File: src/pvpd_pkg.sv
// Shared types, constants and colour functions for the planar video pixel decoder.
// Used by every module of the decoder; depends on nothing else.
package pvpd_pkg;

	localparam int unsigned CFG_IDX_W = 1;

	typedef enum logic [CFG_IDX_W-1:0] {
		CFG_VIDEO_MODE   = 1'b0,
		CFG_PSEUDO_COLOR = 1'b1
	} cfg_idx_t;

	typedef enum logic [2:0] {
		KIND_BLACK,
		KIND_TWO,
		KIND_FOUR,
		KIND_DIRECT,
		KIND_DIRECT_GREY
	} kind_t;

	typedef struct packed {
		logic [7:0] blue;
		logic [7:0] green;
		logic [7:0] red;
	} rgb_t;

	typedef struct packed {
		kind_t      kind;
		rgb_t       pal0;
		rgb_t       pal1;
		logic [7:0] plane0;
		logic [7:0] plane1;
		logic [7:0] plane2;
		logic [7:0] plane3;
	} entry_t;

	typedef struct packed {
		logic full;
		logic not_empty;
	} fifo_stat_t;

	typedef struct packed {
		logic pop;
		logic busy;
	} back_ctl_t;

	localparam logic [7:0] LVL_NORMAL = 8'hbf;
	localparam logic [7:0] LVL_BRIGHT = 8'hff;
	localparam logic [7:0] LVL_GREY   = 8'h40;
	localparam logic [7:0] LVL_FOUR   = 8'hc0;

	localparam rgb_t RGB_BLACK      = '{blue: 8'h00, green: 8'h00, red: 8'h00};
	localparam rgb_t RGB_MONO_GREEN = '{blue: 8'h00, green: 8'hff, red: 8'h00};
	localparam rgb_t RGB_MONO_BG    = '{blue: 8'hc8, green: 8'hb4, red: 8'h28};
	localparam rgb_t RGB_MONO_FG    = '{blue: 8'h32, green: 8'hfa, red: 8'hfa};
	localparam rgb_t RGB_FOUR_GREY  = '{blue: LVL_FOUR, green: LVL_FOUR, red: LVL_FOUR};
	localparam rgb_t RGB_FOUR_RED   = '{blue: 8'h00, green: 8'h00, red: LVL_FOUR};
	localparam rgb_t RGB_FOUR_GREEN = '{blue: 8'h00, green: LVL_FOUR, red: 8'h00};
	localparam rgb_t RGB_FOUR_BLUE  = '{blue: LVL_FOUR, green: 8'h00, red: 8'h00};

	// One attribute nibble: intensity, red, green, blue from the top bit down.
	function automatic rgb_t attr_rgb(input logic [3:0] nib);
		logic [7:0] lvl;
		rgb_t       c;
		lvl = nib[3] ? LVL_BRIGHT : LVL_NORMAL;
		c.red   = nib[2] ? lvl : 8'h00;
		c.green = nib[1] ? lvl : 8'h00;
		c.blue  = nib[0] ? lvl : 8'h00;
		return c;
	endfunction

	// Colour of one pixel; sel is the bit position within the plane bytes.
	function automatic rgb_t pixel_rgb(input entry_t e, input logic [2:0] sel);
		logic b0, b1, b2, b3;
		rgb_t c;
		b0 = e.plane0[sel];
		b1 = e.plane1[sel];
		b2 = e.plane2[sel];
		b3 = e.plane3[sel];
		c  = RGB_BLACK;
		case (e.kind)
			KIND_TWO: begin
				c = b0 ? e.pal1 : e.pal0;
			end
			KIND_FOUR: begin
				case ({b0, b2})
					2'b00:   c = e.pal0;
					2'b01:   c = RGB_FOUR_RED;
					2'b10:   c = RGB_FOUR_GREEN;
					default: c = RGB_FOUR_BLUE;
				endcase
			end
			KIND_DIRECT, KIND_DIRECT_GREY: begin
				c.red   = b0 ? LVL_NORMAL : 8'h00;
				c.green = b1 ? LVL_NORMAL : 8'h00;
				c.blue  = b2 ? LVL_NORMAL : 8'h00;
				if (e.kind == KIND_DIRECT_GREY && b3) begin
					c.red   = c.red | LVL_GREY;
					c.green = c.green | LVL_GREY;
					c.blue  = c.blue | LVL_GREY;
				end
			end
			default: begin
				c = RGB_BLACK;
			end
		endcase
		return c;
	endfunction

endpackage

File: src/pvpd_front.sv
// Front end of the planar video pixel decoder: configuration registers and the input stage.
// Classifies each column item by video mode and builds its palette; uses pvpd_pkg.
module pvpd_front
	import pvpd_pkg::*;
(
	input  logic                 clk,
	input  logic                 arst_n,
	input  logic                 s_tvalid,
	output logic                 s_tready,
	input  logic [31:0]          s_tdata,   // plane0_byte, plane1_byte, plane2_byte, plane3_byte
	input  logic                 cfg_valid,
	input  logic [CFG_IDX_W-1:0] cfg_index,
	input  logic [7:0]           cfg_data,
	output logic                 ent_valid,
	input  logic                 ent_ready,
	output entry_t               ent
);

	logic [4:0] video_mode_q;
	logic [7:0] pseudo_color_q;
	logic       valid_s1;
	entry_t     entry_s1;
	entry_t     entry_d;
	logic [7:0] attr;
	logic       take;

	assign s_tready  = !valid_s1 || ent_ready;
	assign take      = s_tvalid && s_tready;
	assign ent_valid = valid_s1;
	assign ent       = entry_s1;

	always_ff @(posedge clk or negedge arst_n) begin
		if (!arst_n) begin
			video_mode_q   <= '0;
			pseudo_color_q <= '0;
		end else if (cfg_valid) begin
			case (cfg_idx_t'(cfg_index))
				CFG_VIDEO_MODE:   video_mode_q   <= cfg_data[4:0];
				CFG_PSEUDO_COLOR: pseudo_color_q <= cfg_data;
				default: ;
			endcase
		end
	end

	always_comb begin
		entry_d.plane0 = s_tdata[7:0];
		entry_d.plane1 = s_tdata[15:8];
		entry_d.plane2 = s_tdata[23:16];
		entry_d.plane3 = s_tdata[31:24];
		entry_d.kind   = KIND_BLACK;
		entry_d.pal0   = RGB_BLACK;
		entry_d.pal1   = RGB_BLACK;
		attr = (video_mode_q inside {5'd14, 5'd15}) ? pseudo_color_q : s_tdata[23:16];
		if (video_mode_q[4]) begin
			entry_d.kind = video_mode_q[2] ? KIND_DIRECT_GREY : KIND_DIRECT;
		end else begin
			case (video_mode_q) inside
				5'd0: begin
					entry_d.kind = KIND_TWO;
					entry_d.pal1 = RGB_MONO_GREEN;
				end
				5'd1: begin
					entry_d.kind = KIND_TWO;
					entry_d.pal0 = RGB_MONO_BG;
					entry_d.pal1 = RGB_MONO_FG;
				end
				5'd4, 5'd5: begin
					entry_d.kind = KIND_FOUR;
					entry_d.pal0 = video_mode_q[0] ? RGB_FOUR_GREY : RGB_BLACK;
				end
				5'd6, 5'd7, 5'd14, 5'd15: begin
					entry_d.kind = KIND_TWO;
					entry_d.pal0 = attr_rgb(attr[7:4]);
					entry_d.pal1 = attr_rgb(attr[3:0]);
				end
				default: begin
					entry_d.kind = KIND_BLACK;
				end
			endcase
		end
	end

	always_ff @(posedge clk or negedge arst_n) begin
		if (!arst_n) begin
			valid_s1 <= 1'b0;
		end else if (s_tready) begin
			valid_s1 <= s_tvalid;
		end
	end

	always_ff @(posedge clk) begin
		if (take) begin
			entry_s1 <= entry_d;
		end
	end

endmodule

File: src/pvpd_fifo.sv
// Short queue of classified column items between the front and back ends.
// Uses entry and status types from pvpd_pkg.
module pvpd_fifo
	import pvpd_pkg::*;
#(
	parameter int unsigned DEPTH = 2
) (
	input  logic       clk,
	input  logic       arst_n,
	input  logic       in_valid,
	output logic       in_ready,
	input  entry_t     in_entry,
	input  logic       pop,
	output entry_t     out_entry,
	output fifo_stat_t stat
);

	localparam int unsigned PW = (DEPTH > 1) ? $clog2(DEPTH) : 1;
	localparam int unsigned CW = $clog2(DEPTH + 1);

	entry_t        mem_q [DEPTH];
	logic [PW-1:0] wr_ptr_q;
	logic [PW-1:0] rd_ptr_q;
	logic [CW-1:0] count_q;
	logic          push;

	assign stat.full      = (count_q == CW'(DEPTH));
	assign stat.not_empty = (count_q != '0);
	assign in_ready       = !stat.full;
	assign push           = in_valid && !stat.full;
	assign out_entry      = mem_q[rd_ptr_q];

	always_ff @(posedge clk or negedge arst_n) begin
		if (!arst_n) begin
			wr_ptr_q <= '0;
			rd_ptr_q <= '0;
			count_q  <= '0;
		end else begin
			if (push) begin
				wr_ptr_q <= (wr_ptr_q == PW'(DEPTH - 1)) ? '0 : wr_ptr_q + 1'b1;
			end
			if (pop) begin
				rd_ptr_q <= (rd_ptr_q == PW'(DEPTH - 1)) ? '0 : rd_ptr_q + 1'b1;
			end
			if (push && !pop) begin
				count_q <= count_q + 1'b1;
			end else if (pop && !push) begin
				count_q <= count_q - 1'b1;
			end
		end
	end

	always_ff @(posedge clk) begin
		if (push) begin
			mem_q[wr_ptr_q] <= in_entry;
		end
	end

endmodule

File: src/pvpd_back.sv
// Back end of the planar video pixel decoder: serialises one column item into eight pixels.
// Holds the output register of the pixel stream; uses pvpd_pkg.
module pvpd_back
	import pvpd_pkg::*;
(
	input  logic       clk,
	input  logic       arst_n,
	input  fifo_stat_t fifo_stat,
	input  entry_t     in_entry,
	output back_ctl_t  ctl,
	output logic       m_tvalid,
	input  logic       m_tready,
	output logic [23:0] m_tdata,   // red, green, blue
	output logic       m_tlast
);

	entry_t     cur_q;
	logic [2:0] cnt_q;
	logic       busy_q;
	logic       valid_q;
	rgb_t       data_q;
	logic       last_q;
	logic       advance;
	logic       last_beat;

	assign advance   = busy_q && (!valid_q || m_tready);
	assign last_beat = (cnt_q == 3'd7);
	assign ctl.pop   = fifo_stat.not_empty && (!busy_q || (advance && last_beat));
	assign ctl.busy  = busy_q;
	assign m_tvalid  = valid_q;
	assign m_tdata   = data_q;
	assign m_tlast   = last_q;

	always_ff @(posedge clk or negedge arst_n) begin
		if (!arst_n) begin
			busy_q  <= 1'b0;
			cnt_q   <= '0;
			valid_q <= 1'b0;
		end else begin
			if (advance) begin
				cnt_q <= cnt_q + 1'b1;
				if (last_beat) begin
					busy_q <= 1'b0;
				end
			end
			if (ctl.pop) begin
				busy_q <= 1'b1;
				cnt_q  <= '0;
			end
			if (advance) begin
				valid_q <= 1'b1;
			end else if (m_tready) begin
				valid_q <= 1'b0;
			end
		end
	end

	always_ff @(posedge clk) begin
		if (ctl.pop) begin
			cur_q <= in_entry;
		end
		if (advance) begin
			data_q <= pixel_rgb(cur_q, ~cnt_q);
			last_q <= last_beat;
		end
	end

endmodule

File: src/planar_video_pixel_decoder.sv
// Top level of the planar video pixel decoder: front end, item queue and pixel serialiser.
// Depends on pvpd_pkg, pvpd_front, pvpd_fifo and pvpd_back.
//
// Each transaction on the slave side carries one byte of each of four video planes and
// produces eight RGB pixels on the master side, leftmost (bit 7) first, with tlast on the
// eighth. The pixel serialiser emits one pixel per clock while m_tready is high, and items
// follow back to back while the queue holds them; an accepted item passes the front end
// register, the item queue, the serialiser's item register and its output register. The
// video mode and pseudo colour are sampled when an item is accepted, so they should be
// written only while no items are in flight. The configuration port is always ready.
module planar_video_pixel_decoder
	import pvpd_pkg::*;
#(
	parameter int unsigned FIFO_DEPTH = 2
) (
	input  logic                 clk,
	input  logic                 arst_n,
	input  logic                 s_tvalid,
	output logic                 s_tready,
	input  logic [31:0]          s_tdata,   // plane0_byte, plane1_byte, plane2_byte, plane3_byte
	output logic                 m_tvalid,
	input  logic                 m_tready,
	output logic [23:0]          m_tdata,   // red, green, blue
	output logic                 m_tlast,
	input  logic                 cfg_valid,
	output logic                 cfg_ready,
	input  logic [CFG_IDX_W-1:0] cfg_index,
	input  logic [7:0]           cfg_data
);

	logic       ent_valid;
	logic       ent_ready;
	entry_t     ent;
	entry_t     fifo_entry;
	fifo_stat_t fifo_stat;
	back_ctl_t  back_ctl;

	assign cfg_ready = 1'b1;

	pvpd_front u_front (
		.clk       (clk),
		.arst_n    (arst_n),
		.s_tvalid  (s_tvalid),
		.s_tready  (s_tready),
		.s_tdata   (s_tdata),
		.cfg_valid (cfg_valid),
		.cfg_index (cfg_index),
		.cfg_data  (cfg_data),
		.ent_valid (ent_valid),
		.ent_ready (ent_ready),
		.ent       (ent)
	);

	pvpd_fifo #(
		.DEPTH (FIFO_DEPTH)
	) u_fifo (
		.clk       (clk),
		.arst_n    (arst_n),
		.in_valid  (ent_valid),
		.in_ready  (ent_ready),
		.in_entry  (ent),
		.pop       (back_ctl.pop),
		.out_entry (fifo_entry),
		.stat      (fifo_stat)
	);

	pvpd_back u_back (
		.clk       (clk),
		.arst_n    (arst_n),
		.fifo_stat (fifo_stat),
		.in_entry  (fifo_entry),
		.ctl       (back_ctl),
		.m_tvalid  (m_tvalid),
		.m_tready  (m_tready),
		.m_tdata   (m_tdata),
		.m_tlast   (m_tlast)
	);

	// The serialiser never takes an item from an empty queue.
	assert property (@(posedge clk) disable iff (!arst_n)
		back_ctl.pop |-> fifo_stat.not_empty)
		else $error("pop from an empty item queue");

	// A stalled output must not let the serialiser move on to another pixel.
	assert property (@(posedge clk) disable iff (!arst_n)
		back_ctl.busy && m_tvalid && !m_tready |=> back_ctl.busy && $stable(m_tdata))
		else $error("serialiser advanced while the output was stalled");

	// An item that the full queue cannot take is held unchanged by the front end.
	assert property (@(posedge clk) disable iff (!arst_n)
		ent_valid && fifo_stat.full && !back_ctl.pop |=> ent_valid && $stable(ent))
		else $error("front end item lost while the queue was full");

endmodule

File: config.mk
export PLATFORM = sky130hd
export DESIGN_NAME = planar_video_pixel_decoder
export DESIGN_NICKNAME = d
export VERILOG_FILES = /design/src/pvpd_pkg.sv /design/src/pvpd_front.sv /design/src/pvpd_fifo.sv /design/src/pvpd_back.sv /design/src/planar_video_pixel_decoder.sv
export SDC_FILE = /design/constraint.sdc
export NUM_CORES = 1
export LEC_CHECK = 0
export ABC_AREA = 1
export ABC_CLOCK_PERIOD_IN_PS = 17000
export BUFFER_PORTS_ARGS = -buffer_cell sky130_fd_sc_hd__buf_4
export CAP_MARGIN = 40
export CORE_MARGIN = 1.5
export CORE_UTILIZATION = 44
export CTS_CLUSTER_DIAMETER = 80
export DETAILED_ROUTE_END_ITERATION = 12
export SETUP_SLACK_MARGIN = 0.3
export SKIP_CTS_REPAIR_TIMING = 1
export SYNTH_ARGS = -nofsm -noshare
export SYNTH_HDL_FRONTEND = slang
export SYNTH_HIERARCHICAL = 1
export SYNTH_SLANG_ARGS = --single-unit
export TNS_END_PERCENT = 20
File: constraint.sdc
create_clock -name clk -period 17 [get_ports clk]
set_input_delay 2.55 -clock clk [delete_from_list [all_inputs] [get_ports clk]]
set_output_delay 2.55 -clock clk [all_outputs]
set_load 0.005 [all_outputs]
# Word level (Yosys, flattened, before mapping)

Memory sizes are Yosys's and may differ from the RTL's. A register that Yosys moved wholly into a read port is not among the register bits.
Cells that the tools add are included.

Bits in registers: 131
Memory bits (writable): 166
Input bits: 46
Output and inout port bits: 28
Logic and storage cells: 142
Memories: 1

Add/subtract/negate cells: 5
$lt $le $gt $ge: 1
Equal/unequal tests: 15
Muxes and demuxes: 51
Bitwise logic cells: 5
Reduce and logical (&&, ||, !) cells: 35

Memory list:

| name         | words | width | read ports | clocked after Yosys merged registers in | write ports | line            | RTL |
|---|---|---|---|---|---|---|---|
| u_fifo.mem_q | 2     | 83    | 1          | 1                                       | 1           | pvpd_fifo.sv:21 | `entry_t mem_q [DEPTH];` |

Operators with widths:

| operator                                                         | number |
|---|---|
| 24-bit one-hot mux with 3 select lines                           | 2 |
| 24-bit two-way mux                                               | 5 |
| 8-bit two-way mux                                                | 9 |
| 22-bit two-way mux                                               | 3 |
| 23-bit two-way mux                                               | 1 |
| 5-bit by 3-bit == test with 1-bit output (second input constant) | 4 |
| 16-bit two-way mux                                               | 1 |
| 3-bit two-way mux                                                | 5 |
| 1-bit two-way mux                                                | 14 |
| 7-bit two-way mux                                                | 2 |
| 7-bit OR reduction                                               | 2 |
| 1-bit binary-select mux with 3-bit select                        | 4 |
| 2-bit nonzero test                                               | 6 |
| 5-bit by 4-bit == test with 1-bit output (second input constant) | 2 |
| 1-bit logical AND                                                | 8 |
| 2-bit two-way mux                                                | 4 |
| 3-bit by 2-bit == test with 1-bit output (second input constant) | 2 |
| 3-bit == test (second input constant)                            | 2 |
| 1-bit zero test                                                  | 6 |
| 6-bit two-way mux                                                | 1 |
| 2-bit AND reduction                                              | 3 |
| 2-bit OR reduction                                               | 3 |
| 5-bit by 1-bit == test with 1-bit output (second input constant) | 1 |
| 5-bit zero test                                                  | 1 |
| 14 further kinds                                                 | 21 |

# Depth between registers and ports, before layout

Word-level depth: 9
Mapped depth: 14
Mapped depth without buffers: 12

# By module

The synthesis kept the hierarchy.

Modules (own cells, without submodules):

| module                     | instances | cells an instance | area each (µm²) | sequential area each (µm²) |
|---|---|---|---|---|
| pvpd_fifo                  | 1         | 288               | 6,453.7         | 5,084.9 |
| pvpd_back                  | 1         | 428               | 4,916.0         | 3,368.2 |
| pvpd_front                 | 1         | 223               | 2,810.2         | 2,031.9 |
| planar_video_pixel_decoder | 1         | 2                 | 11.3            | 0.0 |

# Least setup slack after synthesis

OpenSTA, ideal clock, no wires.

Kind: input to register
From: input m_tready
To: register u_fifo.count_q[1]
Library setup time: 0.117 ns
Arrival: 7.188 ns
Required time: 16.883 ns
Slack: 9.695 ns
Stages: 10
Path buffers: 0
Path through: inv_1 -> nand2_1 -> a21oi_1 -> nor2_1 -> inv_1 -> ha_1 -> inv_1 -> nand3_1 -> nand2_1 -> nand2_1

RTL lines:

| what                   | line                             | RTL |
|---|---|---|
| start: declaration     | planar_video_pixel_decoder.sv:22 | `input logic m_tready,` |
| end signal: assignment | pvpd_fifo.sv:46                  | `count_q <= count_q + 1'b1;` |
| end signal: assignment | pvpd_fifo.sv:48                  | `count_q <= count_q - 1'b1;` |
| end: declaration       | pvpd_fifo.sv:24                  | `logic [CW-1:0] count_q;` |

==> impl_metrics.env <==
export IMPL_grt_overflow=0
export IMPL_multi_input_area_mm2=0.00286
export IMPL_setup_tns_ns=0
export IMPL_cp_slowest_stage_delay_ns=0.42
export IMPL_holdCritPathClass="register to register"
export IMPL_post_route_drc_count=0
export IMPL_clockRootBuffer="clkbuf_16"
export IMPL_maxCapViolCount=0
export IMPL_end_kind="output port"
export IMPL_firstDrtPassIters=4
export IMPL_worstPathMaxFanout=4
export IMPL_grt_pass1_vias=7249
export IMPL_clock_tree_buffer_depth=3
export IMPL_worst_pin_slew_ns=0.808
export IMPL_slew_viol_final=0
export IMPL_ant_nets=0
export IMPL_grt_pass1_wl_um=38600
export IMPL_pre_cts_ws_ns=12.62
export IMPL_drt_iter0_drc=432
export IMPL_grt_max_degree=59
export IMPL_finalCritPeriodShare=0.238
export IMPL_peakVddDrop_mv=0.0861
export IMPL_setup_viol=0
export IMPL_hold_viol=0
export IMPL_layout_drive_gt1_share=0.258
export IMPL_status="finished, final reports clean"
export IMPL_nets=1063
export IMPL_cpLargestDelayFamily="flip-flops"
export IMPL_clock_sinks=353
export IMPL_powerDensity_mw_per_mm2=168
export IMPL_arrival_ns=1.50
export IMPL_vias=7017
export IMPL_fin_area_mm2=0.0161
export IMPL_p_leak_nw=6.40
export IMPL_insertion_delay_ns=0.52
export IMPL_reg2reg_slack_ns=14.00
export IMPL_start_util=0.448
export IMPL_slowest_stage="dfrtp_1"
export IMPL_port_buffers=72
export IMPL_gp_congestion=0.756
export IMPL_fin_crit_ns=4.05
export IMPL_min_from="u_front/ent[38]"
export IMPL_antenna_cells=0
export IMPL_die_area_mm2=0.0333
export IMPL_r2r_cells=12
export IMPL_die_w_um=183
export IMPL_synthCells=940
export IMPL_cp_cell_sequence="nor2_1 > inv_1 > inv_1 > nand2_1 > buf_4"
export IMPL_antenna_found_initial=0
export IMPL_criticalPathCategory="register to output port"
export IMPL_slew_headroom=0.461
export IMPL_dpl_cell_area_mm2=0.0150
export IMPL_regArea_mm2=0.0105
export IMPL_grt_total_usage=0.149
export IMPL_worst_path_most_repeated_cell="inv_1"
export IMPL_hold_depth=0
export IMPL_skew_ns=0.0227
export IMPL_wl_per_cell_um=16.6
export IMPL_cts_clk_slew_worst_paths_ns=0.06
export IMPL_core_area_mm2=0.0316
export IMPL_fin_ws_ns=12.95
export IMPL_cts_buffers=37
export IMPL_cts_htree_levels=2
export IMPL_fmax_mhz=247
export IMPL_boundaryPins=74
export IMPL_cts_tree="built"
export IMPL_cp_depth=5
export IMPL_routed_wirelength_um=23900
export IMPL_rsz0062_at_grt="false"
export IMPL_startpoint="u_fifo/count_q[0]"
export IMPL_synth_warning_count=6
export IMPL_via_per_inst=4.86
export IMPL_syn_to_final_growth_pct=13.6
export IMPL_die_y_um=183
export IMPL_cp_start_kind="register"
export IMPL_required_ns=14.45
export IMPL_synth_area_mm2=0.0142
export IMPL_syn_area_per_cell_um2=15.1
export IMPL_critPathBufInv=3
export IMPL_hpwl_um=14800
export IMPL_n_fill_cell=2611
export IMPL_synth_fp_nets=990
export IMPL_rows=65
export IMPL_r2r_start="u_back/cnt_q[0]"
## flip-flops by register name, summed over array words and instances (netlist names)
signal / count
u_fifo/mem_q: 166
u_back/cur_q: 83
u_front/ent: 56
u_back/m_tdata: 24
u_front/pseudo_color_q: 8
u_front/video_mode_q: 5
u_back/cnt_q: 3
u_fifo/count_q: 2
u_back/busy_q: 1
u_back/m_tlast: 1
u_back/m_tvalid: 1
u_fifo/rd_ptr_q: 1
u_fifo/wr_ptr_q: 1
u_front/ent_valid: 1
## placed cells by master, fill, tap and decap left out, drive strengths merged, types with 12 or more instances in the layout
| cell | n |
|---|---|
| inv | 117 |
| buf | 83 |
| nand3 | 78 |
| o21ai | 25 |
| nand2 | 171 |
| edfxtp | 330 |
| nor2 | 39 |
| clkbuf | 54 |
| clkinv | 12 |
| dfrtp | 23 |
| mux2 | 85 |
## report_power, final
group | internal (mW) | leakage [nW] | switching, mW | total [mW]
logic | 0.277 | 2.48 | 0.363 | 0.640
clock network | 0.428 | 0.531 | 0.308 | 0.736
registers | 1.23 | 3.39 | 0.0999 | 1.33
total | 1.94 | 6.40 | 0.771 | 2.71
## per-stage QoR
| stage | hold WS, ns | cells | power (mW) | utilization |
|---|---|---|---|---|
| finish | 0.434 | 1443 | 2.71 | 0.509 |
| global route | 0.443 | 1443 | 2.85 | 0.509 |
| CTS | 0.436 | 1443 | 2.74 | 0.509 |
| detailed placement | 0.435 | 1376 | 2.00 | 0.474 |
| global placement | 0.424 | 1371 | 1.97 | 0.471 |
| floorplan | 0.421 | 940 | 1.85 | - |
## final cells by class
| type | instances | area share |
|---|---|---|
| flip-flops and latches | 353 | 0.651 |
| multi-input cells | 420 | 0.178 |
| clock buffers | 54 | 0.0628 |
| repair buffers | 83 | 0.0434 |
| well taps | 402 | 0.0312 |
| inverters | 118 | 0.0279 |
| clock inverters | 13 | 0.00590 |
## per-layer routing
layer | GRT usage | share of wire
met3 | 0.0277 | 0.040
met1 | 0.198 | 0.46
met2 | 0.249 | 0.48
met4 | 0.0466 | 0.018
met5 | 0 | 0
## path summary, 6_finish.rpt
| check | end |
|---|---|
| max | s_tready |
| min | u_fifo/mem_q[0][38] |
| max reg2reg | u_back/m_tdata[14] |
| min reg2reg | u_fifo/mem_q[0][38] |
| max in group asynchronous | u_fifo/rd_ptr_q |
| min in group asynchronous | u_front/video_mode_q[4] |
(Power assumes the default switching activity.)
